File: src/hdl/xcfp_pkg.sv
package xcfp_pkg;

    // byte and field widths of the stream payload
    localparam int BYTE_W      = 8;
    localparam int IDX_W       = 6;
    localparam int OUT_TDATA_W = 16;
    localparam int IN_TDATA_W  = 8;

    // defaults
    localparam int              PAYLOAD_DEPTH_DEF = 64;
    localparam logic [BYTE_W-1:0] SYNC_RESET      = 8'hB6;

    // start command from the parser to the payload emitter
    typedef struct packed {
        logic              start;
        logic [BYTE_W-1:0] len;
    } t_drain_cmd;

endpackage

File: src/hdl/xor_checked_frame_parser_core.sv
// Channel   | Dir | Beat contents (low bit first)                 | Side info
// ----------+-----+-----------------------------------------------+-----------------------
// s_axis    | in  | tdata[7:0] rx_byte                            | none
// m_axis    | out | tdata[7:0] payload_byte, [13:8] byte_index    | tlast = last_byte
// cfg       | in  | wr_data[7:0] sync_byte                        | written when wr_en high
//
// Input beats are taken one per cycle while hunting and receiving a frame.
// After a matching checksum, s_axis_tready stays low until the last payload
// byte has been read into the output register: each payload byte takes a
// store read, then an output register load, and with a single outstanding
// read of the payload store the next read waits until the last has landed.
// Synchronous active-low reset returns to sync hunting; the store is not cleared.
// Output backpressure only stretches the drain; the output register holds the beat.
module xor_checked_frame_parser_core
    import xcfp_pkg::*;
    #(
        parameter int PAYLOAD_DEPTH = PAYLOAD_DEPTH_DEF
    )
    (
        input  logic                   i_clk,
        input  logic                   i_rst_n,
        // config
        input  logic                   i_cfg_wr_en,
        input  logic [BYTE_W-1:0]      i_cfg_wr_data,   // [7:0] sync_byte
        // receive stream
        input  logic                   i_s_axis_tvalid,
        output logic                   o_s_axis_tready,
        input  logic [IN_TDATA_W-1:0]  i_s_axis_tdata,  // [7:0] rx_byte
        // payload stream
        output logic                   o_m_axis_tvalid,
        input  logic                   i_m_axis_tready,
        output logic [OUT_TDATA_W-1:0] o_m_axis_tdata,  // [7:0] payload_byte, [13:8] byte_index
        output logic                   o_m_axis_tlast
    );

    localparam int LEN_W = $clog2(PAYLOAD_DEPTH + 1);
    localparam int AW    = (PAYLOAD_DEPTH > 1) ? $clog2(PAYLOAD_DEPTH) : 1;

    // parse phases
    localparam logic [1:0] PH_SYNC  = 2'd0;
    localparam logic [1:0] PH_LEN   = 2'd1;
    localparam logic [1:0] PH_DATA  = 2'd2;
    localparam logic [1:0] PH_CHECK = 2'd3;

    logic [BYTE_W-1:0] r_sync;
    logic [1:0]        r_phase, n_phase;
    logic [LEN_W-1:0]  r_len, n_len;
    logic [LEN_W-1:0]  r_cnt, n_cnt;
    logic [BYTE_W-1:0] r_xor, n_xor;

    logic              acc;
    logic [BYTE_W-1:0] rx;
    logic [LEN_W-1:0]  cnt_inc;
    logic              len_bad;
    logic              csum_ok;
    logic              emit_busy;
    t_drain_cmd        drain_cmd;

    logic              st_wr_en;
    logic [AW-1:0]     st_rd_addr;
    logic              st_rd_en;
    logic [BYTE_W-1:0] st_rd_data;
    logic [BYTE_W-1:0] out_byte;
    logic [IDX_W-1:0]  out_idx;

    assign o_s_axis_tready = !emit_busy;
    assign acc     = i_s_axis_tvalid && o_s_axis_tready;
    assign rx      = i_s_axis_tdata[BYTE_W-1:0];
    assign cnt_inc = LEN_W'(r_cnt + 1'b1);
    assign len_bad = (rx == '0) || (rx > BYTE_W'(PAYLOAD_DEPTH));
    assign csum_ok = (rx == r_xor);

    // frame parser
    always_comb begin
        n_phase = r_phase;
        n_len   = r_len;
        n_cnt   = r_cnt;
        n_xor   = r_xor;
        if (acc) begin
            unique case (r_phase)
                PH_SYNC: begin
                    if (rx == r_sync) begin
                        n_xor   = rx;
                        n_phase = PH_LEN;
                    end
                end
                PH_LEN: begin
                    if (len_bad) begin
                        n_phase = PH_SYNC;
                    end else begin
                        n_len   = rx[LEN_W-1:0];
                        n_cnt   = '0;
                        n_xor   = r_xor ^ rx;
                        n_phase = PH_DATA;
                    end
                end
                PH_DATA: begin
                    n_xor = r_xor ^ rx;
                    n_cnt = cnt_inc;
                    if (cnt_inc >= r_len) begin
                        n_phase = PH_CHECK;
                    end
                end
                PH_CHECK: begin
                    n_phase = PH_SYNC;
                end
                default: begin
                    n_phase = PH_SYNC;
                end
            endcase
        end
    end

    always_ff @(posedge i_clk) begin
        if (!i_rst_n) begin
            r_sync  <= SYNC_RESET;
            r_phase <= PH_SYNC;
            r_len   <= '0;
            r_cnt   <= '0;
            r_xor   <= '0;
        end else begin
            if (i_cfg_wr_en) begin
                r_sync <= i_cfg_wr_data;
            end
            r_phase <= n_phase;
            r_len   <= n_len;
            r_cnt   <= n_cnt;
            r_xor   <= n_xor;
        end
    end

    // payload bytes go straight into the store at the running count
    assign st_wr_en = acc && (r_phase == PH_DATA);

    assign drain_cmd.start = acc && (r_phase == PH_CHECK) && csum_ok;
    assign drain_cmd.len   = BYTE_W'(r_len);

    xcfp_ram #(
        .WIDTH (BYTE_W),
        .DEPTH (PAYLOAD_DEPTH)
    ) u_store (
        .i_clk     (i_clk),
        .i_wr_en   (st_wr_en),
        .i_wr_addr (r_cnt[AW-1:0]),
        .i_wr_data (rx),
        .i_rd_en   (st_rd_en),
        .i_rd_addr (st_rd_addr),
        .o_rd_data (st_rd_data)
    );

    xcfp_emit #(
        .PAYLOAD_DEPTH (PAYLOAD_DEPTH)
    ) u_emit (
        .i_clk     (i_clk),
        .i_rst_n   (i_rst_n),
        .i_cmd     (drain_cmd),
        .o_busy    (emit_busy),
        .o_rd_en   (st_rd_en),
        .o_rd_addr (st_rd_addr),
        .i_rd_data (st_rd_data),
        .o_tvalid  (o_m_axis_tvalid),
        .i_tready  (i_m_axis_tready),
        .o_byte    (out_byte),
        .o_idx     (out_idx),
        .o_tlast   (o_m_axis_tlast)
    );

    assign o_m_axis_tdata = {{(OUT_TDATA_W - BYTE_W - IDX_W){1'b0}}, out_idx, out_byte};

    // a matched checksum must start the drain
    a_match_drains: assert property (@(posedge i_clk) disable iff (!i_rst_n)
        drain_cmd.start |=> emit_busy)
        else $error("core: checksum match did not start drain");

    // a stored length is always legal once past the length byte
    a_len_legal: assert property (@(posedge i_clk) disable iff (!i_rst_n)
        (r_phase == PH_DATA || r_phase == PH_CHECK) |->
            (r_len != '0 && r_len <= LEN_W'(PAYLOAD_DEPTH)))
        else $error("core: illegal frame length held");

    // the store write pointer stays inside the frame
    a_cnt_in_frame: assert property (@(posedge i_clk) disable iff (!i_rst_n)
        (r_phase == PH_DATA) |-> (r_cnt < r_len))
        else $error("core: payload count ran past frame length");

    // the store is never written while it is being drained
    a_no_wr_in_drain: assert property (@(posedge i_clk) disable iff (!i_rst_n)
        emit_busy |-> !st_wr_en)
        else $error("core: store written during drain");

endmodule

File: src/hdl/xcfp_ram.sv
module xcfp_ram
    #(
        parameter int WIDTH = 8,
        parameter int DEPTH = 64,
        localparam int AW   = (DEPTH > 1) ? $clog2(DEPTH) : 1
    )
    (
        input  logic             i_clk,
        input  logic             i_wr_en,
        input  logic [AW-1:0]    i_wr_addr,
        input  logic [WIDTH-1:0] i_wr_data,
        input  logic             i_rd_en,
        input  logic [AW-1:0]    i_rd_addr,
        output logic [WIDTH-1:0] o_rd_data
    );

    logic [WIDTH-1:0] r_mem [DEPTH];
    logic [WIDTH-1:0] r_rd_data;

    always_ff @(posedge i_clk) begin
        if (i_wr_en) begin
            r_mem[i_wr_addr] <= i_wr_data;
        end
        if (i_rd_en) begin
            r_rd_data <= r_mem[i_rd_addr];
        end
    end

    assign o_rd_data = r_rd_data;

endmodule

File: src/hdl/xcfp_emit.sv
module xcfp_emit
    import xcfp_pkg::*;
    #(
        parameter int PAYLOAD_DEPTH = PAYLOAD_DEPTH_DEF,
        localparam int LEN_W        = $clog2(PAYLOAD_DEPTH + 1),
        localparam int AW           = (PAYLOAD_DEPTH > 1) ? $clog2(PAYLOAD_DEPTH) : 1
    )
    (
        input  logic              i_clk,
        input  logic              i_rst_n,
        input  t_drain_cmd        i_cmd,
        output logic              o_busy,
        // store read port
        output logic              o_rd_en,
        output logic [AW-1:0]     o_rd_addr,
        input  logic [BYTE_W-1:0] i_rd_data,
        // result beat
        output logic              o_tvalid,
        input  logic              i_tready,
        output logic [BYTE_W-1:0] o_byte,
        output logic [IDX_W-1:0]  o_idx,
        output logic              o_tlast
    );

    logic [LEN_W-1:0]  r_left, n_left;
    logic [AW-1:0]     r_addr, n_addr;
    logic              r_pend;
    logic [AW-1:0]     r_pend_addr;
    logic              r_pend_last;
    logic              r_tvalid, n_tvalid;
    logic [BYTE_W-1:0] r_byte;
    logic [IDX_W-1:0]  r_idx;
    logic              r_tlast;
    logic              rd_issue;
    logic [AW+IDX_W-1:0] pend_ext;

    // one read in flight at a time; issue only when the output reg is free next cycle
    assign rd_issue = (r_left != '0) && !r_pend && (!r_tvalid || i_tready);
    assign pend_ext = {{IDX_W{1'b0}}, r_pend_addr};

    always_comb begin
        n_left   = r_left;
        n_addr   = r_addr;
        n_tvalid = r_tvalid;
        if (i_cmd.start) begin
            n_left = i_cmd.len[LEN_W-1:0];
            n_addr = '0;
        end else if (rd_issue) begin
            n_left = LEN_W'(r_left - 1'b1);
            n_addr = AW'(r_addr + 1'b1);
        end
        if (r_pend) begin
            n_tvalid = 1'b1;
        end else if (i_tready) begin
            n_tvalid = 1'b0;
        end
    end

    always_ff @(posedge i_clk) begin
        if (!i_rst_n) begin
            r_left   <= '0;
            r_addr   <= '0;
            r_pend   <= 1'b0;
            r_tvalid <= 1'b0;
        end else begin
            r_left   <= n_left;
            r_addr   <= n_addr;
            r_pend   <= rd_issue;
            r_tvalid <= n_tvalid;
        end
    end

    always_ff @(posedge i_clk) begin
        if (rd_issue) begin
            r_pend_addr <= r_addr;
            r_pend_last <= (r_left == LEN_W'(1));
        end
        if (r_pend) begin
            r_byte  <= i_rd_data;
            r_idx   <= pend_ext[IDX_W-1:0];
            r_tlast <= r_pend_last;
        end
    end

    assign o_busy    = (r_left != '0) || r_pend;
    assign o_rd_en   = rd_issue;
    assign o_rd_addr = r_addr;
    assign o_tvalid  = r_tvalid;
    assign o_byte    = r_byte;
    assign o_idx     = r_idx;
    assign o_tlast   = r_tlast;

    // read data must never land on an unconsumed beat
    a_no_overrun: assert property (@(posedge i_clk) disable iff (!i_rst_n)
        r_pend |-> $past(!r_tvalid || i_tready))
        else $error("emit: read data arrived while output beat still held");

    // no read of the same frame is still in flight behind the last beat;
    // the next frame may already be loaded while it waits
    a_last_drained: assert property (@(posedge i_clk) disable iff (!i_rst_n)
        (r_tvalid && r_tlast) |-> !r_pend)
        else $error("emit: last beat shown with a read outstanding");

    // a new frame never starts on top of a drain
    a_start_idle: assert property (@(posedge i_clk) disable iff (!i_rst_n)
        i_cmd.start |-> !o_busy)
        else $error("emit: start while busy");

endmodule

File: config.mk
export PLATFORM = sky130hd
export DESIGN_NAME = xor_checked_frame_parser_core
export DESIGN_NICKNAME = d
export VERILOG_FILES = /design/src/hdl/xcfp_pkg.sv /design/src/hdl/xor_checked_frame_parser_core.sv /design/src/hdl/xcfp_ram.sv /design/src/hdl/xcfp_emit.sv
export SDC_FILE = /design/constraint.sdc
export NUM_CORES = 1
export LEC_CHECK = 0
export ABC_CLOCK_PERIOD_IN_PS = 4150
export BUFFER_PORTS_ARGS = -buffer_cell sky130_fd_sc_hd__buf_4
export CORE_MARGIN = 10
export CORE_UTILIZATION = 28
export CTS_BUF_LIST = sky130_fd_sc_hd__clkbuf_2
export DETAILED_ROUTE_END_ITERATION = 6
export MAX_ROUTING_LAYER = met4
export SLEW_MARGIN = 20
export SYNTH_ARGS = -nofsm -noshare
export SYNTH_HDL_FRONTEND = slang
export SYNTH_HIERARCHICAL = 1
export SYNTH_SLANG_ARGS = --single-unit
File: constraint.sdc
create_clock -name i_clk -period 4.15 [get_ports i_clk]
set_input_delay 0.83 -clock i_clk [delete_from_list [all_inputs] [get_ports i_clk]]
set_output_delay 0.83 -clock i_clk [all_outputs]
set_load 0.02 [all_outputs]
# --- Yosys cells after proc, flatten, opt, wreduce, memory -nomap -nowiden ---
# Memories as Yosys holds them, arrays and structs flattened. A register that Yosys moved wholly into a read port is not among the register bits.
# Cells that the tools add are included.
totals:
  ram_bits: 512
  register_bits: 69
  memories: 1
  inputBits: 21
  elab_cells: 71
  out_inout_bits: 19
classes:
  bitwise_logic: 3
  mux: 15
  eq_ne: 9
  order_cmp: 2
  addsub: 3
  reduce_logical: 24
memory_table:
  columns: ["name", "words", "word_bits", "rd", "rd_clocked_by_memory_dff", "wr", "line_no", "rtl"]
  rows:
  - ["u_store.r_mem", 64, 8, 1, 1, 1, "xcfp_ram.sv:17", "logic [WIDTH-1:0] r_mem [DEPTH];"]
ops:
  columns: ["op", "n"]
  rows:
  - ["one-hot mux 8 bit (3 select lines)", 1]
  - ["2-to-1 mux 7 bit", 3]
  - ["equality test 8 bit", 2]
  - ["2-to-1 mux 8 bit", 2]
  - ["one-hot mux 7 bit (2 select lines)", 1]
  - ["AND reduction 3 bit", 3]
  - ["greater-than comparator 8 x 7 -> 1 bit (second input constant)", 1]
  - ["zero test 8 bit", 1]
  - ["one-hot mux 2 bit (4 select lines)", 1]
  - ["bitwise XOR 8 bit", 1]
  - ["adder 7 x 1 -> 7 bit (second input constant)", 1]
  - ["equality test 7 x 1 -> 1 bit (second input constant)", 1]
  - ["greater-or-equal comparator 7 bit", 1]
  - ["nonzero test 7 bit", 1]
  - ["subtractor 7 x 1 -> 7 bit (second input constant)", 1]
  - ["adder 6 x 1 -> 6 bit (second input constant)", 1]
  - ["logical AND 1 bit", 6]
  - ["2-to-1 mux 2 bit", 3]
  - ["inequality test 2 bit (second input constant)", 3]
  - ["nonzero test 2 bit", 3]
  - ["equality test 2 bit (second input constant)", 2]
  - ["2-to-1 mux 1 bit", 4]
  - ["AND reduction 4 bit", 1]
  - ["zero test 1 bit", 3]
  - ["6 further kinds", 9]

# --- Depth between registers and ports, before layout ---
logic_depth:
  depth_word: 7
  depth_mapped: 11
  mapped_depth_nobuf: 11

# --- Cells and area by module ---
# Netlist, hierarchy kept.
by_module_without_submodules:
  columns: ["module", "seq_area_each_um2", "area_each_um2", "cells_each", "n_inst"]
  rows:
  - ["xcfp_ram", 15615.0, 20246.9, 940, 1]
  - ["xor_checked_frame_parser_core", 640.6, 2109.5, 232, 1]
  - ["xcfp_emit", 960.9, 1478.9, 113, 1]

# --- Worst setup path before layout ---
# No wires, ideal clock.
synth_path:
  path_type: "flip-flop to flip-flop"
  from: "register u_emit.r_left[2]"
  to: "memory u_store.r_mem[62][0], enable pin"
  setup_ps: 370
  arrival_time_ps: 2757
  required_ps: 3780
  period_less_slack_ps: 3127
  stages_incl_launch_ff: 8
  path_slack_ps: 1023
  n_path_buf: 0
  cell_sequence: "dfxtp_1 -> or4_4 -> or3_2 -> nor2b_1 -> and2_1 -> nor2b_1 -> nand3_1 -> nor2_1"
synth_between:
  elab_chain_len: 7
synth_rtl:
  columns: ["item", "line_no", "rtl"]
  rows:
  - ["start, declared", "xcfp_emit.sv:25", "logic [LEN_W-1:0] r_left, n_left;"]
  - ["start signal, assigned", "xcfp_emit.sv:66", "r_left <= n_left;"]
  - ["nonzero test 7 bit", "xcfp_emit.sv:85", "assign o_busy = (r_left != '0) || r_pend;"]
  - ["logical OR 1 bit", "xcfp_emit.sv:85", null]
  - ["named net emit_busy", "xor_checked_frame_parser_core.sv:56", "logic emit_busy;"]
  - ["zero test 1 bit", "xor_checked_frame_parser_core.sv:66", "assign o_s_axis_tready = !emit_busy;"]
  - ["logical AND 1 bit", "xor_checked_frame_parser_core.sv:67", "assign acc = i_s_axis_tvalid && o_s_axis_tready;"]
  - ["logical AND 1 bit", "xor_checked_frame_parser_core.sv:133", "assign st_wr_en = acc && (r_phase == PH_DATA);"]
  - ["named net st_wr_en", "xor_checked_frame_parser_core.sv:59", "logic st_wr_en;"]
  - ["2-to-1 mux 1 bit", "xcfp_ram.sv:21", "if (i_wr_en) begin"]
  - ["2-to-1 mux 1 bit (not written as such)", "xcfp_ram.sv:22", "r_mem[i_wr_addr] <= i_wr_data;"]
  - ["end, declared", "xcfp_ram.sv:17", null]
# The timed path passes the listed nets, and every way through them passes these cells.

# --- Worst setup path after layout ---
layout_path:
  from: "register u_emit.r_left[2]"
  to: "output o_s_axis_tready"
layout_between:
  elab_chain_len: 3
layout_rtl:
  columns: ["item", "line_no", "rtl"]
  rows:
  - ["nonzero test 7 bit", "xcfp_emit.sv:85", null]
  - ["logical OR 1 bit", "xcfp_emit.sv:85", null]
  - ["named net emit_busy", "xor_checked_frame_parser_core.sv:56", null]
  - ["zero test 1 bit", "xor_checked_frame_parser_core.sv:66", null]
  - ["end, declared", "xor_checked_frame_parser_core.sv:27", "output logic o_s_axis_tready,"]
# The timed path passes the listed nets, and every way through them passes these cells.

==> impl_metrics.py <==
metrics = {
    "drt": {
        "drt_first_pass_iters": 5,
        "viasPerCell": 4.73,
        "wl_met2_um": 27800,
        "met3_length_um": 4060,
        "drtIter0Drc": 1167,
        "m1WireLength_um": 24500,
        "wl_per_cell_um": 21.1,
        "drc": 0,
        "final_antenna_net_count": 0,
        "wl_um": 58000,
        "dr_total_vias": 13000,
        "top_layer_used": "met4",
    },
    "worst_setup_path": {
        "crit_arrival_ns": 2.93,
        "required_ns": 3.32,
        "crit_family": "simple AND/OR/NAND/NOR gates",
        "endpoint_kind": "output pin",
        "cp_max_fo": 6,
        "critical_path_class": "register to output pin",
        "crit_chain": "or4_4 > or3_2 > inv_1 > buf_4",
        "worst-path-buf-inv": 2,
        "critical_path.max_stage_delay_ns": 0.60,
        "crit_path_top_delay_cell": "or4_4",
        "cp-start-kind": "register",
    },
    "flow_run": {
        "cap_viol_max_count": 0,
    },
    "min_path": {
        "min_path_type": "input pin to register",
    },
    "pwr": {
        "power_leakage_nw": 8.55,
        "pwr-share-seq_pct": 52.2,
        "power_mw": 13.3,
        "power.density_mw_per_mm2": 486,
        "switching_share_pct": 29.7,
        "internal_power_mw": 9.33,
        "ir_worst_vdd_mv": 0.263,
        "switchingPower_mw": 3.93,
        "power.share.clock_pct": 28.0,
        "p_comb_share_pct": 19.8,
    },
    "finish": {
        "fillers": 8244,
        "fin_nets": 1535,
        "multi_input_area_mm2": 0.00611,
        "area.growth.synth_to_final_pct": 14.5,
        "layout-drive-gt1-share_pct": 30.3,
        "seqCellArea_mm2": 0.0172,
    },
    "floorplanning": {
        "core_mm2": 0.0841,
        "start_util_pct": 28.3,
        "die_h_um": 312,
        "die_w_um": 312,
        "die_area_mm2": 0.0972,
        "rows": 106,
        "ios": 40,
    },
    "synthesis": {
        "synth_top_area_share_pct": 68.3,
        "avgSynthCellArea_um2": 18.5,
        "synth-edff-count": 542,
        "ys_seq_elements": 589,
        "synth_cells": 1285,
        "async_reset_ff_share_pct": 0,
        "ys_types": 71,
        "syn_area_mm2": 0.0238,
        "post-synth-top-count-cell": "edfxtp_1",
        "ys_warn_count": 6,
        "synth_top_area_cell": "edfxtp_1",
        "synth_ff_type": "edfxtp_1",
        "synth_area_leaders": "edfxtp_1 (68%), mux4_2 (12%), dfxtp_1 (3.9%), mux2i_1 (1.8%), nor2_1 (1.5%)",
        "synth_commonest_cells": "edfxtp_1 (542), mux4_2 (126), nor2_1 (94), dfxtp_1 (47), mux2i_1 (43)",
        "yosysSeqAreaShare_pct": 72.2,
    },
    "grt": {
        "overflow": 0,
        "track_usage_pct": 12.2,
        "antenna_found_initial": 4,
        "grt_max_degree": 66,
        "grt_pass1_vias": 13500,
        "grt_pass1_wl_um": 86600,
    },
    "timing": {
        "drv_slew": 0,
        "fmax_mhz": 266,
        "fin_crit_sh_pct": 90.6,
        "rsz0062_at_grt": "no",
        "setup_tns_ns": 0,
        "finalHoldViolCount": 0,
        "report.final.setup_viol": 0,
        "setup_ws_ns": 0.390,
        "period_needed_ns": 3.76,
        "skew_ns": 0.0802,
        "tightest_slew_ns": 0.862,
        "slew_headroom_pct": 42.5,
    },
    "clock_tree": {
        "clkLatencyLatePin_ns": 1.29,
        "cts_buffer_depth": 3,
        "clk_pin_slew_ns": 0.10,
        "cts_tree": "built",
        "htree_levels": 4,
        "clockRootBuffer": "clkbuf_2",
        "cts_made_buffers": 146,
        "clock_sinks": 589,
    },
    "placement": {
        "gp_congestion": 0.812,
        "pre_cts_ws_ns": 0.415,
        "io_buffers": 37,
        "dp_hpwl_um": 35100,
    },
    "status": {
        "status": "completed",
    },
}
==> final timing paths <==
| check | startpoint | to | slack (ns) | cells after the start |
|---|---|---|---|---|
| min | i_s_axis_tvalid | r_phase[0] | 0.26 | 5 |
| min reg2reg | u_emit/r_pend_last | u_emit/o_tlast | 0.41 | 0 |
| max reg2reg | u_emit/r_left[2] | u_store/r_mem[40][1] | 0.39 | 7 |
| max | u_emit/r_left[2] | o_s_axis_tready | 0.39 | 4 |
==> kinds of logic after synthesis <==
| group | count (synthesis) | share of synthesized area (%) |
|---|---|---|
| DFF | 589 | 72.2 |
| and+or+nand+nor | 271 | 6.04 |
| muxes | 183 | 14.4 |
| AOI/OAI and AO/OA | 108 | 3.40 |
| buffers and inverters | 91 | 2.13 |
| xor gates and xnor gates | 25 | 0.919 |
| adders and majority gates | 17 | 0.892 |
| other | 1 | 0.0157 |
==> through the flow <==
stage	hold slack (ns)	instance area (um2)	util [%]	instances
after detailed placement	0.407	25600	30.5	2447
after global routing	0.135	27300	32.4	2741
after global placement	0.403	25600	30.5	2447
final	0.256	27300	32.4	2742
after CTS	0.0575	27300	32.4	2736
after floorplan	0.400	23800	-	1286
==> cell type report <==
class	count	share of cell area, %
Sequential cell	589	63.1
Multi-Input combinational cell	606	22.4
Tap cell	1134	5.20
Timing Repair Buffer	137	4.28
Clock buffer	201	3.69
Clock inverter	52	0.981
Inverter	17	0.234
Antenna cell	6	0.0550
==> per-layer routing <==
metal	vias up	track usage (%)
li1	5696	-
met1	6665	15.1
met2	521	18.5
met3	95	3.36
met4	0	5.33
met5	-	-
==> flip-flops by register name, summed over array words and instances (netlist names), named ones only <==
register / flops
u_store/o_rd_data: 8
r_len: 7
u_emit/o_tlast: 1
r_sync: 8
u_emit/r_pend_last: 1
u_emit/o_rd_addr: 6
u_emit/r_pend: 1
r_xor: 8
u_emit/r_left: 7
u_emit/r_pend_addr: 6
u_emit/o_byte: 8
r_cnt: 7
u_store/r_mem: 512
u_emit/o_tvalid: 1
r_phase: 1
u_emit/o_idx: 6
==> power groups by stage <==
| stage | Sequential, mW | Combinational [mW] | Clock (mW) |
|---|---|---|---|
| 3_3_place_gp | 7.05 | 2.61 | 0 |
| 2_1_floorplan | 7.03 | 1.83 | 0 |
| 5_1_grt | 6.95 | 2.81 | 4.18 |
| 6_report | 6.92 | 2.63 | 3.72 |
| 3_5_place_dp | 7.06 | 2.65 | 0 |
| 4_1_cts | 6.93 | 2.68 | 3.87 |
==> worst register-to-register path: cells and delay by family, from the launching register on <==
kind	cells	cell delay [ns]
AND/OR/NAND/NOR	7	3.04
flip-flops	1	0.37
==> cells in the final DEF, fill, tap and decap left out, types with 6 or more instances in the layout <==
cell type	instances
xor2_1	10
nand2_1	34
o221ai_1	8
clkinv_1	29
nand4b_1	12
mux2_2	14
clkinv_2	9
a21oi_1	10
a221oi_1	6
mux2i_1	43
nor2_1	94
inv_1	16
o211ai_1	14
xnor2_1	15
dfxtp_1	43
mux4_2	126
ha_1	17
nor3_1	11
o21ai_0	12
nor2b_1	36
nand3b_1	11
nand2b_1	10
clkbuf_2	201
diode_2	6
inv_2	6
a211oi_1	7
nand3_1	28
o22ai_1	8
buf_4	97
edfxtp_1	542
a21boi_0	7
dlygate4sd3_1	36
==> repair_timing <==
| action | CTS | global route |
|---|---|---|
| buffers inserted | 0 | 0 |
| endpoints found under the hold margin | 53 | 0 |
| gates resized for setup | 0 | 0 |
| hold buffers | 36 | 0 |
(Power assumes the default switching activity.)
